## config.mk

```make
export PLATFORM = sky130hd
export DESIGN_NAME = integer_to_ascii_formatter_flat
export DESIGN_NICKNAME = d
export VERILOG_FILES = /design/src/rtl/ita_pkg.sv /design/src/rtl/ita_ifs.sv /design/src/rtl/ita_digit_cell.sv /design/src/rtl/integer_to_ascii_formatter.sv /design/src/flat_wrapper.sv
export SDC_FILE = /design/constraint.sdc
export NUM_CORES = 1
export LEC_CHECK = 0
export ABC_AREA = 1
export BUFFER_PORTS_ARGS = -buffer_cell sky130_fd_sc_hd__buf_2
export CAP_MARGIN = 20
export CORE_AREA = 2 2 114 116
export CTS_BUF_LIST = sky130_fd_sc_hd__clkbuf_8
export CTS_CLUSTER_SIZE = 14
export DETAILED_ROUTE_END_ITERATION = 8
export DIE_AREA = 0 0 116 118
export PLACE_DENSITY = 0.68
export SLEW_MARGIN = 20
export SYNTH_ARGS = -nofsm -noshare
export SYNTH_HDL_FRONTEND = slang
export SYNTH_SLANG_ARGS = --single-unit
```

## constraint.sdc

```tcl
create_clock -name clk -period 3.5 [get_ports clk]
set_input_delay 0.35 -clock clk [delete_from_list [all_inputs] [get_ports clk]]
set_output_delay 0.35 -clock clk [all_outputs]
set_load 0.01 [all_outputs]
```

## src/rtl/ita_pkg.sv

```systemverilog
// shared constants, types and helpers for the integer to ascii formatter
package ita_pkg;

  localparam int VALUE_W = 32;
  localparam int MODE_W  = 2;
  localparam int CHAR_W  = 7;
  localparam int DIGIT_W = 4;
  // ten decimal digits cover any 32-bit magnitude, hex needs eight
  localparam int DIGITS  = 10;
  localparam int CNT_W   = $clog2(VALUE_W);
  localparam int REM_W   = $clog2(DIGITS + 1);

  localparam logic [MODE_W-1:0] MODE_SDEC = 2'd0;
  localparam logic [MODE_W-1:0] MODE_UDEC = 2'd1;
  localparam logic [MODE_W-1:0] MODE_HEX  = 2'd2;

  localparam logic [CHAR_W-1:0] ASCII_ZERO  = 7'h30;
  localparam logic [CHAR_W-1:0] ASCII_A     = 7'h61;
  localparam logic [CHAR_W-1:0] ASCII_MINUS = 7'h2d;

  typedef logic [DIGIT_W-1:0] digit_t;

  typedef enum logic [1:0] {
    CELL_HOLD,
    CELL_CLEAR,
    CELL_DABBLE,
    CELL_MOVE
  } cell_op_t;

  typedef struct packed {
    cell_op_t op;
    logic     hex;
  } cell_ctl_t;

  function automatic logic [CHAR_W-1:0] digit_to_ascii(digit_t d);
    logic [CHAR_W-1:0] ext;
    ext = {{(CHAR_W-DIGIT_W){1'b0}}, d};
    if (d < 4'd10) return ASCII_ZERO + ext;
    else return ASCII_A + ext - 7'd10;
  endfunction

endpackage

```

## src/rtl/ita_ifs.sv

```systemverilog
// valid/ready channel interfaces for the formatter input and character output
interface ita_in_if;
  import ita_pkg::*;
  logic                valid;
  logic                ready;
  logic [VALUE_W-1:0]  value;
  logic [MODE_W-1:0]   mode;
  modport source (output valid, output value, output mode, input ready);
  modport sink   (input valid, input value, input mode, output ready);
endinterface

interface ita_out_if;
  import ita_pkg::*;
  logic               valid;
  logic               ready;
  logic [CHAR_W-1:0]  character;
  logic               last;
  modport source (output valid, output character, output last, input ready);
  modport sink   (input valid, input character, input last, output ready);
endinterface

```

## src/rtl/ita_digit_cell.sv

```systemverilog
// one digit cell of the shift-and-add-3 conversion chain
module ita_digit_cell
  import ita_pkg::*;
(
  input  logic      clk,
  input  cell_ctl_t ctl,
  input  logic      bit_in,
  input  digit_t    digit_in,
  output logic      bit_out,
  output digit_t    digit_out
);

  digit_t digit_r;
  digit_t digit_nxt;
  digit_t adj;

  // decimal digits of five or more get 3 added before the shift
  always_comb begin
    if (!ctl.hex && digit_r >= 4'd5) adj = digit_r + 4'd3;
    else adj = digit_r;
  end

  assign bit_out   = adj[DIGIT_W-1];
  assign digit_out = digit_r;

  always_comb begin
    unique case (ctl.op)
      CELL_HOLD:   digit_nxt = digit_r;
      CELL_CLEAR:  digit_nxt = '0;
      CELL_DABBLE: digit_nxt = {adj[DIGIT_W-2:0], bit_in};
      CELL_MOVE:   digit_nxt = digit_in;
      default:     digit_nxt = digit_r;
    endcase
  end

  always_ff @(posedge clk) begin
    digit_r <= digit_nxt;
  end

endmodule

```

## src/rtl/integer_to_ascii_formatter.sv

```systemverilog
// integer to ascii formatter: serial binary to bcd/hex conversion and digit emitter
// flow: an input beat is captured in idle, then the conversion, zero skipping and emission states follow
// during conversion one magnitude bit enters the digit chain per cycle
// leading zero digits are skipped one per cycle; then one character per output beat
// one number in flight: next input beat taken after the last character beat
// rst_n is synchronous active low and returns the controller to idle
module integer_to_ascii_formatter
  import ita_pkg::*;
(
  input  logic clk,
  input  logic rst_n,
  ita_in_if.sink    in_ch,
  ita_out_if.source out_ch
);

  typedef enum logic [1:0] {
    ST_IDLE,
    ST_CONV,
    ST_SKIP,
    ST_EMIT
  } state_t;

  state_t             state_r;
  logic [CNT_W-1:0]   cnt_r;
  logic [REM_W-1:0]   rem_r;
  logic [VALUE_W-1:0] mag_r;
  logic               neg_r;
  logic               hex_r;

  cell_ctl_t          ctl;
  digit_t             digits [DIGITS];
  logic [DIGITS-2:0]  carry;
  digit_t             top;
  logic               in_acc;
  logic               out_acc;

  assign top     = digits[DIGITS-1];
  assign in_acc  = in_ch.valid && in_ch.ready;
  assign out_acc = out_ch.valid && out_ch.ready;

  assign in_ch.ready      = (state_r == ST_IDLE);
  assign out_ch.valid     = (state_r == ST_EMIT);
  assign out_ch.character = neg_r ? ASCII_MINUS : digit_to_ascii(top);
  assign out_ch.last      = !neg_r && (rem_r == REM_W'(1));

  always_comb begin
    ctl.hex = hex_r;
    ctl.op  = CELL_HOLD;
    unique case (state_r)
      ST_IDLE: if (in_acc) ctl.op = CELL_CLEAR;
      ST_CONV: ctl.op = CELL_DABBLE;
      ST_SKIP: if (top == '0 && rem_r > REM_W'(1)) ctl.op = CELL_MOVE;
      ST_EMIT: if (out_acc && !neg_r && rem_r != REM_W'(1)) ctl.op = CELL_MOVE;
      default: ctl.op = CELL_HOLD;
    endcase
  end

  // cell 0 takes the magnitude msb first; digits move toward the top cell
  for (genvar i = 0; i < DIGITS; i++) begin : g_cell
    if (i == 0) begin : g_first
      ita_digit_cell u_cell (
        .clk       (clk),
        .ctl       (ctl),
        .bit_in    (mag_r[VALUE_W-1]),
        .digit_in  (digit_t'(0)),
        .bit_out   (carry[0]),
        .digit_out (digits[0])
      );
    end else if (i == DIGITS - 1) begin : g_last
      ita_digit_cell u_cell (
        .clk       (clk),
        .ctl       (ctl),
        .bit_in    (carry[i-1]),
        .digit_in  (digits[i-1]),
        .bit_out   (),
        .digit_out (digits[i])
      );
    end else begin : g_mid
      ita_digit_cell u_cell (
        .clk       (clk),
        .ctl       (ctl),
        .bit_in    (carry[i-1]),
        .digit_in  (digits[i-1]),
        .bit_out   (carry[i]),
        .digit_out (digits[i])
      );
    end
  end

  always_ff @(posedge clk) begin
    if (!rst_n) begin
      state_r <= ST_IDLE;
      cnt_r   <= '0;
      rem_r   <= '0;
      neg_r   <= 1'b0;
      hex_r   <= 1'b0;
    end else begin
      unique case (state_r)
        ST_IDLE: begin
          if (in_acc) begin
            // only mode bit 1 picks the base
            hex_r <= in_ch.mode[1];
            neg_r <= (in_ch.mode == MODE_SDEC) && in_ch.value[VALUE_W-1];
            if (in_ch.mode == MODE_SDEC && in_ch.value[VALUE_W-1]) begin
              mag_r <= ~in_ch.value + VALUE_W'(1);
            end else begin
              mag_r <= in_ch.value;
            end
            cnt_r   <= '0;
            state_r <= ST_CONV;
          end
        end
        ST_CONV: begin
          mag_r <= {mag_r[VALUE_W-2:0], 1'b0};
          cnt_r <= cnt_r + CNT_W'(1);
          if (cnt_r == CNT_W'(VALUE_W - 1)) begin
            rem_r   <= REM_W'(DIGITS);
            state_r <= ST_SKIP;
          end
        end
        ST_SKIP: begin
          if (top == '0 && rem_r > REM_W'(1)) rem_r <= rem_r - REM_W'(1);
          else state_r <= ST_EMIT;
        end
        ST_EMIT: begin
          if (out_acc) begin
            priority if (neg_r) neg_r <= 1'b0;
            else if (rem_r == REM_W'(1)) state_r <= ST_IDLE;
            else rem_r <= rem_r - REM_W'(1);
          end
        end
        default: state_r <= ST_IDLE;
      endcase
    end
  end

endmodule

```

## src/flat_wrapper.sv

```systemverilog
// flat-port wrapper written by rule: the top's interface ports become plain ports
module integer_to_ascii_formatter_flat import ita_pkg::*;
  (clk, rst_n, in_ch_valid, in_ch_value, in_ch_mode, in_ch_ready, out_ch_valid, out_ch_character, out_ch_last, out_ch_ready);
  ita_in_if in_ch_i ();
  ita_out_if out_ch_i ();
  input  logic clk;
  input  logic rst_n;
  input wire logic [$bits(in_ch_i.valid)-1:0] in_ch_valid;
  input wire logic [$bits(in_ch_i.value)-1:0] in_ch_value;
  input wire logic [$bits(in_ch_i.mode)-1:0] in_ch_mode;
  output wire logic [$bits(in_ch_i.ready)-1:0] in_ch_ready;
  output wire logic [$bits(out_ch_i.valid)-1:0] out_ch_valid;
  output wire logic [$bits(out_ch_i.character)-1:0] out_ch_character;
  output wire logic [$bits(out_ch_i.last)-1:0] out_ch_last;
  input wire logic [$bits(out_ch_i.ready)-1:0] out_ch_ready;
  assign in_ch_i.valid = in_ch_valid;
  assign in_ch_i.value = in_ch_value;
  assign in_ch_i.mode = in_ch_mode;
  assign in_ch_ready = in_ch_i.ready;
  assign out_ch_valid = out_ch_i.valid;
  assign out_ch_character = out_ch_i.character;
  assign out_ch_last = out_ch_i.last;
  assign out_ch_i.ready = out_ch_ready;
  integer_to_ascii_formatter u_core (.clk(clk), .rst_n(rst_n), .in_ch(in_ch_i), .out_ch(out_ch_i));
endmodule
```

==> summary by stage <==
Power
The sequential group share of total power is 0.359. The net switching power of the design is 0.00278 W. The power density over cell area is between 800 and 900 nW/um^2. The part of the power in the clock network is 0.133. Across the VDD grid, the largest voltage drop is ~0.45 mV. The cell leakage power is between 2 and 3 nW. Internal power comes to 0.00309 W. Of the total power, the share spent switching nets is 0.473. The combinational cell fraction of total power is 0.509.

STA
Across all hold checks on the routed design, the worst slack comes to 0.276 ns. Once routing completed, OpenROAD measured the worst setup slack at 0.799 ns. Setup repair after global routing left no endpoint under its margin. Headroom to the max-slew limit came out at 0.322. In the final timing run, aggregate negative setup slack is 0 ns.

The slew at the pin with the worst max-slew slack is 1.01 ns. The share of the cycle needed by the critical path after routing is 0.772. The setup-violating endpoint count in the final report is 0.

The achievable frequency is ~370 MHz. The final-report hold violation count is 0. The worst clock skew is between 0.007 and 0.008 ns. The number of slew-limit violations in the final report came to 0. The clock period minus worst slack is 2.70 ns.

Layout
The area growth from synthesis to layout is 7.98%. The total area of sequential cells is 2420 um^2. The fill cell total of the finished layout is between 1000 and 1500. The number of nets in the finished design is a little over 900. The multi-input combinational cells in the finished layout cover a total of about 3200 um^2. The diode insertion count for antenna repair is 0. The most common cell after layout, fill and taps aside is sky130_fd_sc_hd__nand2_1. In the final layout, the share of cells above drive strength 1 is 0.144. The library cells used most frequently in the layout, excluding fill and tap cells, are sky130_fd_sc_hd__nand2_1 (179), sky130_fd_sc_hd__inv_1 (106), sky130_fd_sc_hd__nand3_1 (92).

Worst setup path
The critical path class is flop to flop. The data arrival time of the critical path is about 2.8 ns. STA classifies the critical path startpoint as a flop. The largest driver fanout on the critical path is 40. The endpoint required time on the critical path is around 3.6 ns.

STA classifies the critical path endpoint as a flop.

Global route
The first global-routing pass estimated around 23 mm of wire. The number of antenna violations at the first check in global routing was 0. Entering global routing, the biggest net connects a little over 40 pins. The global-route usage over all layers is 0.208. The number of global-route vias before repair is between 5000 and 6000.

The sum of overflow across all layers after global routing is 0.

Drt
In this run, the number of DRC markers left after iteration 0 of detailed routing was between 300 and 400. The detailed-router iteration count before antenna repair is 5. The final routed wirelength across all metal layers is roughly 14 mm. The count of antenna-violating nets left after detailed routing is 0. The met2 wire length is around 6.7 mm. In the detailed route, the total length drawn on met3 is between 400 and 500 um.

After detailed routing, the wire length on met1 is 6.30 mm. In the routed design, unresolved DRC markers number 0. The post-detailed-route via-to-cell ratio is roughly 5.3.

The average detailed-routed wire length per instance is roughly 14 um. Summing over every cut layer, the via total after detailed routing is around 5400. The top routing layer in use is met4.

Run status
The flow ran to the end, and the final reports show no timing, DRC or antenna violations.

Clock network
In this run, post-CTS hold repair placed 0 buffers. The total clock buffers created by CTS is 9. In this run the number of H-tree levels came out at 3. The number of setup buffers added after CTS is 0. The clock-pin slew on the worst setup and hold paths is roughly 0.09 ns. In this run the clock root is driven by a sky130_fd_sc_hd__clkbuf_8. The clock latency on the worst-skew pair is around 0.37 ns. The clock passes through at most 2 buffers. The number of instances resized during post-cts repair is 0. TritonCTS built the clock tree. Counting every sink on the clock net gives between 80 and 90.

Hold path
The worst hold path belongs to the class input pin to flop.

Yosys
The cell area after synthesis is just over 6000 um^2. The number of distinct library cell variants in the gate-level netlist after synthesis is 38. During synthesis, Yosys emitted a total of 0 warnings. Counting every instance in the synthesized netlist gives about 800.

In this run, synthesis produced a sequential element count of 85. Ranked by total cell area, the synthesized netlist is headed by sky130_fd_sc_hd__edfxtp_1 (35%), sky130_fd_sc_hd__nand2_1 (11%), sky130_fd_sc_hd__nand3_1 (7.4%). Counting every net in the synthesized netlist gives about 870. The synthesized area per cell is roughly 7.8 um^2.

The share of the Yosys chip area taken by registers is 0.389. The cell type with the largest total area after synthesis is sky130_fd_sc_hd__edfxtp_1. Of the post-synthesis cell area, the dominant cell type holds 0.347.

Floorplanning
The count of boundary I/O pins is 48. The die is about 120 um tall. The floorplan row count is 41.

The floorplan die area is 13700 um^2. The initial utilization of the core area, before any placement, comes to 0.502. The overall die width is approximately 120 um. The core box area is 12400 um^2.

Place
Before CTS, the worst setup slack after placement is between 0.7 and 0.8 ns. The final weighted congestion in routability-driven placement is around 0.9. The count of buffers added on input and output ports is 46. The HPWL after detailed placement is between 9 and 10 mm.

Flow run
The reported max-cap violation count is 0.
==> logic make-up (layout without fill, tap and decap cells) <==
kind of cell,after synthesis,after routing,share of synthesized area
AOI/OAI and AO/OA,117,117,0.106
xor gates and xnor gates,25,25,0.0352
adders and majority gates,29,29,0.0583
buffers and inverters,136,178,0.100
DFF,85,85,0.389
other,1,1,0.000602
and+or+nand+nor,408,408,0.310
==> registers in the layout (all words and copies together), names as in the netlist <==
signal / count
u_core.g_cell.g_first.u_cell.digit_out: 4
u_core.state_r: 2
u_core.mag_r: 32
u_core.neg_r: 1
u_core.g_cell.g_last.u_cell.digit_out: 4
u_core.cnt_r: 5
u_core.g_cell.g_mid.u_cell.digit_out: 32
u_core.rem_r: 4
u_core.hex_r: 1
==> power groups by stage <==
stage | Clock, W | Sequential [W] | Combinational [W]
final | 0.000778 | 0.00211 | 0.00299
after global routing | 0.000832 | 0.00216 | 0.00340
after CTS | 0.000792 | 0.00211 | 0.00300
after detailed placement | 0 | 0.00213 | 0.00297
after global placement | 0 | 0.00212 | 0.00285
after floorplan | 0 | 0.00203 | 0.00249
==> per-layer routing <==
layer	up-vias	GRT usage
met5	-	0
met4	0	0.0714
met3	17	0.0340
met2	116	0.355
met1	2513	0.266
li1	2735	-
==> path summary, 6_finish.rpt <==
path | endpoint | cells past startpoint | slack [ns] | from
worst min-delay path | u_core.state_r[1] | 3 | 0.28 | rst_n
worst min register to register | u_core.cnt_r[4] | 2 | 0.48 | u_core.cnt_r[4]
worst max-delay path | u_core.g_cell[4].g_mid.u_cell.digit_out[3] | 10 | 0.80 | u_core.g_cell[9].g_last.u_cell.digit_out[0]
worst max register to register | u_core.g_cell[4].g_mid.u_cell.digit_out[3] | 10 | 0.80 | u_core.g_cell[9].g_last.u_cell.digit_out[0]
==> layout make-up <==
type                            instances  share of cell area
Clock buffer                            9              0.0184
Clock inverter                          7              0.0132
Inverter                              110              0.0618
Multi-Input combinational cell        580               0.473
Sequential cell                        85               0.360
Tap cell                              172              0.0320
Timing Repair Buffer                   52              0.0409
==> critical path, cell delays in order (launching register included) <==
cell                       delay [ns]
sky130_fd_sc_hd__edfxtp_1        0.40
sky130_fd_sc_hd__inv_1           0.09
sky130_fd_sc_hd__ha_1            0.22
sky130_fd_sc_hd__nand2_2         0.12
sky130_fd_sc_hd__nor2_4          0.05
sky130_fd_sc_hd__nand3_2         0.10
sky130_fd_sc_hd__nand2_2         0.09
sky130_fd_sc_hd__o21ai_4         0.78
sky130_fd_sc_hd__inv_4           0.02
sky130_fd_sc_hd__or2_1           0.22
sky130_fd_sc_hd__buf_4           0.30
==> metrics by stage <==
step           instances  total power (W)  utilization  cell area [um^2]
4_1_cts             1015          0.00590        0.542              6720
3_5_place_dp         999          0.00510        0.524              6510
3_3_place_gp         999          0.00497        0.524              6510
2_1_floorplan        801          0.00453            -              6230
6_report            1015          0.00587        0.542              6720
5_1_grt             1015          0.00640        0.542              6720
==> synth_stat cells <==
| cell type | instances |
|---|---|
| sky130_fd_sc_hd__nand3b_1 | 4 |
| sky130_fd_sc_hd__nor3_1 | 7 |
| sky130_fd_sc_hd__clkbuf_1 | 7 |
| sky130_fd_sc_hd__nand3_1 | 92 |
| sky130_fd_sc_hd__dfxtp_1 | 13 |
| sky130_fd_sc_hd__o22ai_1 | 1 |
| sky130_fd_sc_hd__o21ai_2 | 1 |
| sky130_fd_sc_hd__conb_1 | 1 |
| sky130_fd_sc_hd__a31oi_1 | 8 |
| sky130_fd_sc_hd__edfxtp_1 | 72 |
| sky130_fd_sc_hd__or2_1 | 1 |
| sky130_fd_sc_hd__nor2_2 | 5 |
| sky130_fd_sc_hd__inv_1 | 106 |
| sky130_fd_sc_hd__nor4_2 | 1 |
| sky130_fd_sc_hd__o21ai_0 | 53 |
| sky130_fd_sc_hd__a21oi_1 | 41 |
| sky130_fd_sc_hd__o21ai_4 | 3 |
| sky130_fd_sc_hd__xnor2_1 | 2 |
| sky130_fd_sc_hd__xor2_1 | 23 |
| sky130_fd_sc_hd__a211oi_1 | 2 |
| sky130_fd_sc_hd__or2_2 | 3 |
| sky130_fd_sc_hd__inv_2 | 2 |
| sky130_fd_sc_hd__clkinv_1 | 1 |
| sky130_fd_sc_hd__o21ai_1 | 1 |
| sky130_fd_sc_hd__ha_1 | 29 |
| sky130_fd_sc_hd__a21oi_2 | 3 |
| sky130_fd_sc_hd__nor2_1 | 66 |
| sky130_fd_sc_hd__buf_6 | 14 |
| sky130_fd_sc_hd__nand2_1 | 179 |
| sky130_fd_sc_hd__nor2_4 | 1 |
| sky130_fd_sc_hd__nand3_2 | 27 |
| sky130_fd_sc_hd__inv_4 | 1 |
| sky130_fd_sc_hd__o211ai_1 | 4 |
| sky130_fd_sc_hd__nand2_2 | 7 |
| sky130_fd_sc_hd__buf_2 | 2 |
| sky130_fd_sc_hd__nand4_1 | 15 |
| sky130_fd_sc_hd__buf_1 | 2 |
| sky130_fd_sc_hd__buf_4 | 1 |
No activity file was read; power rests on OpenSTA's default activity.
